File: config.mk
export PLATFORM = sky130hd
export DESIGN_NAME = block_absmax_quantizer_core
export DESIGN_NICKNAME = d
export VERILOG_FILES = /design/src/rtl/core/baq_pkg.sv /design/src/rtl/core/block_absmax_quantizer_core.sv /design/src/rtl/core/baq_ctrl.sv /design/src/rtl/core/baq_datapath.sv
export SDC_FILE = /design/constraint.sdc
export NUM_CORES = 1
export LEC_CHECK = 0
export ABC_AREA = 1
export BUFFER_PORTS_ARGS = -buffer_cell sky130_fd_sc_hd__buf_2
export CORE_MARGIN = 10
export CORE_UTILIZATION = 50
export CTS_BUF_LIST = sky130_fd_sc_hd__clkbuf_4
export DETAILED_ROUTE_END_ITERATION = 10
export PLACE_DENSITY = 0.68
export SKIP_LAST_GASP = 1
export SLEW_MARGIN = 20
export SYNTH_ARGS = -nofsm -noshare
export SYNTH_HDL_FRONTEND = slang
export SYNTH_SLANG_ARGS = --single-unit
export TNS_END_PERCENT = 5
File: constraint.sdc
create_clock -name i_clk -period 3.3 [get_ports i_clk]
set_clock_uncertainty 0.15 [all_clocks]
set_input_delay 0.165 -clock i_clk [delete_from_list [all_inputs] [get_ports i_clk]]
set_output_delay 0.165 -clock i_clk [all_outputs]
set_load 0.01 [all_outputs]
File: src/rtl/core/baq_pkg.sv
`timescale 1ns / 1ps

package baq_pkg;

    localparam int InBits    = 16;
    localparam int CodeBits  = 8;
    localparam int AmaxBits  = 16;
    localparam int DivSteps  = 8;
    localparam int CntBits   = 3;
    localparam logic [CntBits-1:0] DivLast = CntBits'(DivSteps - 1);
    localparam logic [CodeBits-1:0] CodeMax = '1;

    typedef enum logic [2:0] {
        S_FILL,
        S_READ,
        S_LOAD,
        S_DIV,
        S_ROUND
    } t_state;

    typedef struct packed {
        logic accept;
        logic rd;
        logic load;
        logic step;
        logic emit;
    } t_cmd;

    typedef struct packed {
        logic closes;
        logic div_done;
        logic idx_last;
        logic out_free;
    } t_stat;

endpackage

File: src/rtl/core/block_absmax_quantizer_core.sv
`timescale 1ns / 1ps
// sequence: a block closes on the beat that fills it or carries last; its codes then
//   follow one at a time, each through buffer read, load, the 8-step shared restoring
//   divider and round, where round waits while the output beat is held by a stall
// throughput: one sample per cycle while filling; input stalls while a block drains
// reset: synchronous active low, clears fill count, running amax and output valid

module block_absmax_quantizer_core #(
    parameter int BLOCK_LEN   = 32,
    parameter int SAMPLE_BITS = 16
) (
    input  logic                          i_clk,
    input  logic                          i_rst_n,
    input  logic                          i_valid,
    output logic                          o_stall,
    input  logic [baq_pkg::InBits-1:0]    i_sample,
    input  logic                          i_last,
    output logic                          o_valid,
    input  logic                          i_stall,
    output logic [baq_pkg::CodeBits-1:0]  o_code,
    output logic [baq_pkg::AmaxBits-1:0]  o_block_amax,
    output logic                          o_last_in_block,
    output logic                          o_last_of_input
);

    baq_pkg::t_cmd  w_cmd;
    baq_pkg::t_stat w_stat;

    baq_ctrl u_ctrl (
        .i_clk   (i_clk),
        .i_rst_n (i_rst_n),
        .i_valid (i_valid),
        .i_stat  (w_stat),
        .o_stall (o_stall),
        .o_cmd   (w_cmd)
    );

    baq_datapath #(
        .BLOCK_LEN   (BLOCK_LEN),
        .SAMPLE_BITS (SAMPLE_BITS)
    ) u_dp (
        .i_clk           (i_clk),
        .i_rst_n         (i_rst_n),
        .i_sample        (i_sample),
        .i_last          (i_last),
        .i_cmd           (w_cmd),
        .i_out_stall     (i_stall),
        .o_stat          (w_stat),
        .o_valid         (o_valid),
        .o_code          (o_code),
        .o_block_amax    (o_block_amax),
        .o_last_in_block (o_last_in_block),
        .o_last_of_input (o_last_of_input)
    );

endmodule

File: src/rtl/core/baq_ctrl.sv
`timescale 1ns / 1ps

module baq_ctrl (
    input  logic          i_clk,
    input  logic          i_rst_n,
    input  logic          i_valid,
    input  baq_pkg::t_stat i_stat,
    output logic          o_stall,
    output baq_pkg::t_cmd o_cmd
);

    baq_pkg::t_state r_state;
    baq_pkg::t_state n_state;

    always_ff @(posedge i_clk) begin
        if (!i_rst_n) begin
            r_state <= baq_pkg::S_FILL;
        end else begin
            r_state <= n_state;
        end
    end

    always_comb begin
        n_state = r_state;
        unique case (r_state)
            baq_pkg::S_FILL: begin
                if (i_valid && i_stat.closes) n_state = baq_pkg::S_READ;
            end
            baq_pkg::S_READ: begin
                n_state = baq_pkg::S_LOAD;
            end
            baq_pkg::S_LOAD: begin
                n_state = baq_pkg::S_DIV;
            end
            baq_pkg::S_DIV: begin
                if (i_stat.div_done) n_state = baq_pkg::S_ROUND;
            end
            baq_pkg::S_ROUND: begin
                if (i_stat.out_free) begin
                    n_state = i_stat.idx_last ? baq_pkg::S_FILL : baq_pkg::S_READ;
                end
            end
            default: n_state = baq_pkg::S_FILL;
        endcase
    end

    always_comb begin
        o_cmd   = '0;
        o_stall = 1'b1;
        unique case (r_state)
            baq_pkg::S_FILL: begin
                o_stall      = 1'b0;
                o_cmd.accept = i_valid;
            end
            baq_pkg::S_READ:  o_cmd.rd   = 1'b1;
            baq_pkg::S_LOAD:  o_cmd.load = 1'b1;
            baq_pkg::S_DIV:   o_cmd.step = 1'b1;
            baq_pkg::S_ROUND: o_cmd.emit = i_stat.out_free;
            default: o_cmd = '0;
        endcase
    end

endmodule

File: src/rtl/core/baq_datapath.sv
`timescale 1ns / 1ps

module baq_datapath #(
    parameter int BLOCK_LEN   = 32,
    parameter int SAMPLE_BITS = 16
) (
    input  logic                          i_clk,
    input  logic                          i_rst_n,
    input  logic [baq_pkg::InBits-1:0]    i_sample,
    input  logic                          i_last,
    input  baq_pkg::t_cmd                 i_cmd,
    input  logic                          i_out_stall,
    output baq_pkg::t_stat                o_stat,
    output logic                          o_valid,
    output logic [baq_pkg::CodeBits-1:0]  o_code,
    output logic [baq_pkg::AmaxBits-1:0]  o_block_amax,
    output logic                          o_last_in_block,
    output logic                          o_last_of_input
);

    localparam int SW = SAMPLE_BITS;
    localparam int IW = $clog2(BLOCK_LEN);
    localparam int DW = SW + 1;
    localparam int NW = SW + 9;
    localparam logic [IW-1:0] LastSlot = IW'(BLOCK_LEN - 1);

    logic [SW-1:0] r_mem [BLOCK_LEN];
    logic [SW-1:0] r_rd;

    logic [IW-1:0] r_fill;
    logic [IW-1:0] r_idx;
    logic [IW-1:0] r_last_idx;
    logic          r_close_last;
    logic [SW-1:0] r_amax;
    logic [SW-1:0] r_bamax;

    logic [NW-1:0]                   r_rem;
    logic [NW-1:0]                   r_dsh;
    logic [DW-1:0]                   r_den;
    logic [baq_pkg::CodeBits-1:0]    r_q;
    logic [baq_pkg::CntBits-1:0]     r_cnt;

    logic                            r_out_valid;
    logic [baq_pkg::CodeBits-1:0]    r_code;
    logic [baq_pkg::AmaxBits-1:0]    r_out_amax;
    logic                            r_lib;
    logic                            r_loi;

    logic [SW-1:0] w_x;
    logic [SW-1:0] w_mag;
    logic [SW-1:0] w_amax_nx;
    logic [DW-1:0] w_shift;
    logic [NW-1:0] w_num;
    logic          w_ge;
    logic [NW:0]   w_twice;
    logic [NW:0]   w_den_ext;
    logic          w_up;
    logic [baq_pkg::CodeBits:0]   w_code_sum;
    logic [baq_pkg::CodeBits-1:0] w_code;

    // sample, sign taken from bit SAMPLE_BITS-1
    assign w_x       = SW'(i_sample);
    assign w_mag     = w_x[SW-1] ? (~w_x + SW'(1)) : w_x;
    assign w_amax_nx = (w_mag > r_amax) ? w_mag : r_amax;

    // (x + amax) * 255 over 2 * amax
    assign w_shift = {r_rd[SW-1], r_rd} + {1'b0, r_bamax};
    assign w_num   = {w_shift, 8'b0} - NW'(w_shift);
    assign w_ge    = (r_rem >= r_dsh);

    // round half to even
    assign w_twice    = {r_rem, 1'b0};
    assign w_den_ext  = (NW + 1)'(r_den);
    assign w_up       = (w_twice > w_den_ext) || ((w_twice == w_den_ext) && r_q[0]);
    assign w_code_sum = {1'b0, r_q} + (baq_pkg::CodeBits + 1)'(w_up);
    assign w_code     = w_code_sum[baq_pkg::CodeBits] ? baq_pkg::CodeMax
                                                      : w_code_sum[baq_pkg::CodeBits-1:0];

    always_ff @(posedge i_clk) begin
        if (i_cmd.accept) begin
            r_mem[r_fill] <= w_x;
        end
        if (i_cmd.rd) begin
            r_rd <= r_mem[r_idx];
        end
    end

    always_ff @(posedge i_clk) begin
        if (!i_rst_n) begin
            r_fill <= '0;
            r_amax <= '0;
        end else if (i_cmd.accept) begin
            if (o_stat.closes) begin
                r_fill <= '0;
                r_amax <= '0;
            end else begin
                r_fill <= r_fill + IW'(1);
                r_amax <= w_amax_nx;
            end
        end
    end

    always_ff @(posedge i_clk) begin
        if (i_cmd.accept && o_stat.closes) begin
            r_bamax      <= (w_amax_nx == '0) ? SW'(1) : w_amax_nx;
            r_last_idx   <= r_fill;
            r_close_last <= i_last;
            r_idx        <= '0;
        end else if (i_cmd.emit) begin
            r_idx <= r_idx + IW'(1);
        end
    end

    always_ff @(posedge i_clk) begin
        if (i_cmd.load) begin
            r_rem <= w_num;
            r_dsh <= NW'({r_bamax, 1'b0}) << (baq_pkg::DivSteps - 1);
            r_den <= {r_bamax, 1'b0};
            r_q   <= '0;
            r_cnt <= '0;
        end else if (i_cmd.step) begin
            if (w_ge) r_rem <= r_rem - r_dsh;
            r_dsh <= r_dsh >> 1;
            r_q   <= {r_q[baq_pkg::CodeBits-2:0], w_ge};
            r_cnt <= r_cnt + baq_pkg::CntBits'(1);
        end
    end

    always_ff @(posedge i_clk) begin
        if (!i_rst_n) begin
            r_out_valid <= 1'b0;
        end else if (i_cmd.emit) begin
            r_out_valid <= 1'b1;
        end else if (!i_out_stall) begin
            r_out_valid <= 1'b0;
        end
    end

    always_ff @(posedge i_clk) begin
        if (i_cmd.emit) begin
            r_code     <= w_code;
            r_out_amax <= baq_pkg::AmaxBits'(r_bamax);
            r_lib      <= o_stat.idx_last;
            r_loi      <= o_stat.idx_last && r_close_last;
        end
    end

    assign o_stat.closes   = (r_fill == LastSlot) || i_last;
    assign o_stat.div_done = (r_cnt == baq_pkg::DivLast);
    assign o_stat.idx_last = (r_idx == r_last_idx);
    assign o_stat.out_free = !r_out_valid || !i_out_stall;

    assign o_valid         = r_out_valid;
    assign o_code          = r_code;
    assign o_block_amax    = r_out_amax;
    assign o_last_in_block = r_lib;
    assign o_last_of_input = r_loi;

endmodule

# == Word-level counts from Yosys, hierarchy flattened ==
# Memory sizes are Yosys's and may differ from the RTL's. A register that Yosys moved wholly into a read port is not among the register bits.
# Cells that the tools add are included.
# W data, S select, Z words.
# totals
mem_count,1
ramBits,512
out_inout_bits,28
regBits,154
inputBits,21
# memory_table
name,words,word_bits,rd,rd_ports_with_merged_regs,wr,line,text
u_dp.r_mem,32,16,1,1,1,baq_datapath.sv:27,logic [SW-1:0] r_mem [BLOCK_LEN];
# op_classes
reduce_logical,15
bitwise,1
eq_ne,12
muxes,24
addsub,8
magnitude_cmp,3
# ops
cell,n
$mux W25,3
$mux W16,3
$mux W24,2
$gt A26 B17 Y1,1
$eq A25 B16 Y1,1
$ge A25 B24 Y1,1
$sub A25 B17 Y25,1
$sub A25 B24 Y25,1
$add A17 B16 Y17,1
$add A16 B1 Y16 const B,1
$gt A16 B16 Y1,1
$logic_not A16 Y1,1
$not A16 Y16,1
$pmux W3 S5,1
$mux W1,11
$add A5 B1 Y5 const B,2
$add A8 B1 Y9,1
$mux W3,3
$ne A2 B1 Y1 const B,4
$eq A3 B2 Y1 const B,2
$eq A3 B3 Y1 const B,2
$eq A5 B5 Y1,1
$eq A5 B5 Y1 const B,1
$mux W5,1
9 further kinds,16

# == Logic depth before layout (Yosys ltp) ==
# logic_depth
depth_word,6
depth_mapped,26

# == Hierarchy ==
# From an unflattened synthesis, not the netlist that was laid out.
# hier_totals
hier_cells,2747
area_unflattened_um2,30584.3
# modules_own_cells
mod,instances,area_each_um2,seq_area_each_um2,cells_each
baq_datapath,1,30380.4,19929.1,2714
baq_ctrl,1,203.9,60.1,33

# == Worst setup path before layout ==
# OpenSTA, ideal clock, no wires.
# synth_timing
path_kind,reg2reg
start,reg u_dp.r_bamax[0]
end,reg u_dp.r_rem[23] (data pin)
setup_time_ps,256
setup_slack_ps,-178
required_time_ps,2894
arrival_ps,3072
path_stages_with_launch,22
synth_period_minus_slack_ps,3478
path_buffers,0
path_cell_list,edfxtp_1 -> ha_1 -> fa_1 -> nand3_1 -> nand3_2 -> nand3_1 -> nand3_1 -> nand3_1 -> a21oi_1 -> o21ai_0 -> nand3_1 -> nand2_1 -> inv_1 -> ha_1 -> a21oi_1 -> inv_1 -> nor2_2 -> nand2_1 -> nor3_1 -> nand3_1 -> nand3_1 -> nand2_1
# synth_between
elab_chain_cells,3
# synth_lines
item,line,text
"start, declared",baq_datapath.sv:35,logic [SW-1:0] r_bamax;
"start signal, assigned",baq_datapath.sv:105,r_bamax <= (w_amax_nx == '0) ? SW'(1) : w_amax_nx;
$add A17 B16 Y17,baq_datapath.sv:67,"assign w_shift = {r_rd[SW-1], r_rd} + {1'b0, r_bamax};"
$sub A25 B17 Y25,baq_datapath.sv:68,"assign w_num = {w_shift, 8'b0} - NW'(w_shift);"
$mux W25,baq_datapath.sv:115,if (i_cmd.load) begin
"end signal, assigned",baq_datapath.sv:116,r_rem <= w_num;
"end signal, assigned",baq_datapath.sv:122,if (w_ge) r_rem <= r_rem - r_dsh;
"end, declared",baq_datapath.sv:37,logic [NW-1:0] r_rem;
# Every way passes these cells.
# A chain may end at the register's enable or synchronous reset.

# == Worst setup path in the final report ==
# layout_timing
start,"reg u_dp.r_rd[9], read port of u_dp.r_mem"
end,reg u_dp.r_rem[18] (data pin)
# layout_between
elab_chain_cells,3
# layout_lines
item,line,text
"start, declared",baq_datapath.sv:28,logic [SW-1:0] r_rd;
$add A17 B16 Y17,baq_datapath.sv:67,
$sub A25 B17 Y25,baq_datapath.sv:68,
$mux W25,baq_datapath.sv:115,
# Every way passes these cells.

==> results.toml <==
[logic_synthesis]
mappedNetlistArea_um2 = 30700
ys_types = 50
netlist_instances = 2814
ys_seq_area_share_pct = 65.1
ys_warn_count = 0
async_reset_ff_share_pct = 0
syn_area_per_cell_um2 = 10.9
synth_ff_type = "edfxtp_1"
synth_seq_cells = 682
synth-edff-count = 633
synth_nets = 2926

[grt]
grt_max_degree = 131
grt_antenna_before_repair = 3
grt_use_total_pct = 24.4
grt_pass1_vias = 22904
grt_pass1_wl_um = 133000
overflow = 0

[worst_setup_path]
timing.rr.start = "u_dp.r_rd[9]"
reg2regPathDepth = 19
start_kind = "register"
r2r_setup_slack_ns = -0.18
worstSetupPathType = "reg2reg"
reg2reg_to = "u_dp.r_rem[18]"
end_kind = "register"
crit_arrival_ns = 4.09
crit_fanout = 4
worst_ep_required_time_ns = 3.91

[floorplan]
die_area_um2 = 71800
io_pins = 49
start_util_pct = 50.7
die_w_um = 268
die_y_um = 268
row_count = 90
core_um2 = 60600

[clock_network]
cts_tree = "done"
clock_latency_ns = 1.03
cts_buffers = 172
root_buffer = "clkbuf_4"
cts_max_path_buffers = 3
htree_num_levels = 4
cts_sinks = 682
clk_pin_slew_ns = 0.07

[routing]
ant_nets = 0
vias_per_cell = 5.70
route.detailed.wl_per_inst_um = 21.2
drc = 0
drt_wl_total_um = 87700
dr.first_iter.drc_count = 2539
vias = 23531
drtPass1Iterations = 7

[sta]
worst_slew_pin_slew_ns = 0.955
fmax_ghz = 0.287
slew_viol_final = 0
hold_viol = 0
setup_viol = 12
rsz0062_at_grt = "true"
hold_slack_ns = 0.0989
layout_setup_ws_ns = -0.180
period_needed_ns = 3.48
slew_headroom_pct = 36.3
fin_crit_sh_pct = 105
setup-tns-final_ns = -1.25

[place]
dp_slack_ns = -0.775
portBuffers = 48
place_hpwl_um = 55700
gp_congestion = 0.907

[layout]
nNetsFinal = 3321
drive_above_1_share_pct = 21.7
fillers = 4929
syn_to_final_growth_pct = 19.2

[min_path]
min_to = "u_dp.r_fill[0]"
min-delay-start = "i_last"
whs_path_depth = 5
holdCritPathClass = "in2reg"

[status]
violations = "setup timing"
status = "finished, violations left"

[pwr]
cellLeakagePower_nw = 13.9
power.density_nw_per_um2 = 823
ir_drop_uv = 474

[run]
max_cap_viol_count = 0
worst max path at each step:
stage,start,to,slack [ns]
after detailed placement,i_sample[0],u_dp.r_bamax[0],-0.78
after global placement,i_sample[0],u_dp.r_bamax[0],-0.71
after floorplan,u_dp.r_bamax[0],u_dp.r_rem[23],0.004
after global routing,u_dp.r_bamax[0],u_dp.r_rem[20],-0.32
final,u_dp.r_rd[9],u_dp.r_rem[18],-0.18
after CTS,u_dp.r_bamax[0],u_dp.r_rem[20],-0.16
report_power, final:
part           switching, mW  internal, mW  total [mW]
logic                   7.34          4.57        11.9
registers              0.440          10.4        10.8
clock network           3.37          4.02        7.40
total                   11.2          19.0        30.2
layer usage:
| layer | GRT usage (%) | routed length, um | vias up |
|---|---|---|---|
| li1 | - | - | 10941 |
| met1 | 33.3 | 36500 | 11344 |
| met2 | 37.7 | 40600 | 1100 |
| met3 | 5.70 | 8470 | 146 |
| met4 | 8.90 | 2090 | 0 |
| met5 | 0 | 0 | - |
placed cells by master (no fill, tap or decap), types with 19 or more instances in the layout:
master	count
a21oi_1	96
clkbuf_4	264
buf_2	48
nand4_1	37
clkinv_1	29
edfxtp_1	633
dlygate4sd3_1	37
nor2_1	382
o22ai_1	81
ha_1	74
o221ai_1	50
nand2_1	388
nand2_2	30
buf_4	252
xor2_1	19
o21ai_0	363
inv_1	199
dfxtp_1	46
nand3_1	89
cell usage after synthesis (6+ instances only):
| library cell | instances | area [um^2] |
|---|---|---|
| inv_1 | 206 | 773 |
| or2_2 | 6 | 37.5 |
| o22ai_1 | 81 | 507 |
| a31oi_1 | 6 | 37.5 |
| a21oi_1 | 102 | 510 |
| xor2_1 | 20 | 175 |
| nand2_2 | 23 | 144 |
| nand2_1 | 397 | 1490 |
| o211ai_1 | 17 | 128 |
| nand3_1 | 100 | 500 |
| clkbuf_1 | 114 | 428 |
| inv_2 | 9 | 33.8 |
| nor2_1 | 392 | 1470 |
| ha_1 | 89 | 1110 |
| dfxtp_1 | 49 | 981 |
| nand3_2 | 7 | 70.1 |
| nand4_1 | 37 | 231 |
| edfxtp_1 | 633 | 19000 |
| nor2_2 | 12 | 75.1 |
| o21ai_0 | 365 | 1830 |
| xnor2_1 | 15 | 131 |
| nor3_1 | 16 | 80.1 |
| o221ai_1 | 50 | 438 |
timing repair:
| item | 4_1_cts | 5_1_grt |
|---|---|---|
| hold buffers | 39 | 0 |
| gates resized for setup | 27 | 48 |
| endpoints found under the setup margin | 21 | 38 |
| buffers inserted | 13 | 7 |
| pin swaps | 13 | 32 |
| hold endpoints to repair | 608 | 0 |
worst max-delay path: stages, from the launching register on:
cell and delay, ns:
edfxtp_1 0.51, ha_4 0.31, nand2_4 0.09, inv_1 0.06, a21oi_2 0.13, buf_4 0.14, nor2_1 0.04, nor3_1 0.18
o211ai_1 0.13, xnor2_1 0.18, ha_1 0.40, nand2_2 0.09, buf_4 0.14, buf_4 0.12, nor2_1 0.12, nand2_2 0.09
nand2_1 0.08, nand2_1 0.09, nand3_4 0.09, nand2_1 0.05
layout make-up:
| cell class | instances | area [um^2] | area share [%] |
|---|---|---|---|
| sequential | 682 | 20000 | 54.6 |
| multi-input combinational | 1789 | 9860 | 26.9 |
| timing repair buffer | 345 | 2660 | 7.27 |
| clock buffer | 264 | 1980 | 5.41 |
| tap | 782 | 978 | 2.67 |
| inverter | 219 | 828 | 2.26 |
| clock inverter | 41 | 308 | 0.840 |
| antenna | 6 | 15.0 | 0.0410 |
metrics by stage:
stage	cell area, um^2	utilization (%)	std cells	power, mW
final	36600	60.5	4128	30.2
after CTS	36300	59.9	4115	29.7
after floorplan	30700	-	2814	17.6
after detailed placement	33300	55.0	3758	21.8
after global routing	36600	60.5	4126	32.0
after global placement	33300	55.0	3758	21.6
cell families (layout without fill, tap and decap cells):
family          Yosys count  in the layout  share of synthesized area, %
xor+xnor                 37             37                          1.10
flops                   682            682                          65.1
other cells               0              6                             0
compound gates          651            651                          11.9
buf+inv                 343            869                          4.29
fa+ha+maj                91             91                          3.76
simple gates           1010           1010                          13.8
registers in the layout, indices dropped and copies added, names as in the netlist:
name,flops
u_dp.r_bamax,16
u_dp.o_last_in_block,1
u_dp.o_code,8
u_dp.r_last_idx,5
u_dp.r_den,16
u_dp.o_block_amax,16
u_dp.r_rem,25
u_ctrl.r_state,3
u_dp.r_cnt,3
u_dp.r_dsh,24
u_dp.o_valid,1
u_dp.r_close_last,1
u_dp.r_mem,512
u_dp.o_last_of_input,1
u_dp.r_rd,16
u_dp.r_idx,5
u_dp.r_fill,5
u_dp.r_amax,16
u_dp.r_q,8
(Power assumes the default switching activity.)
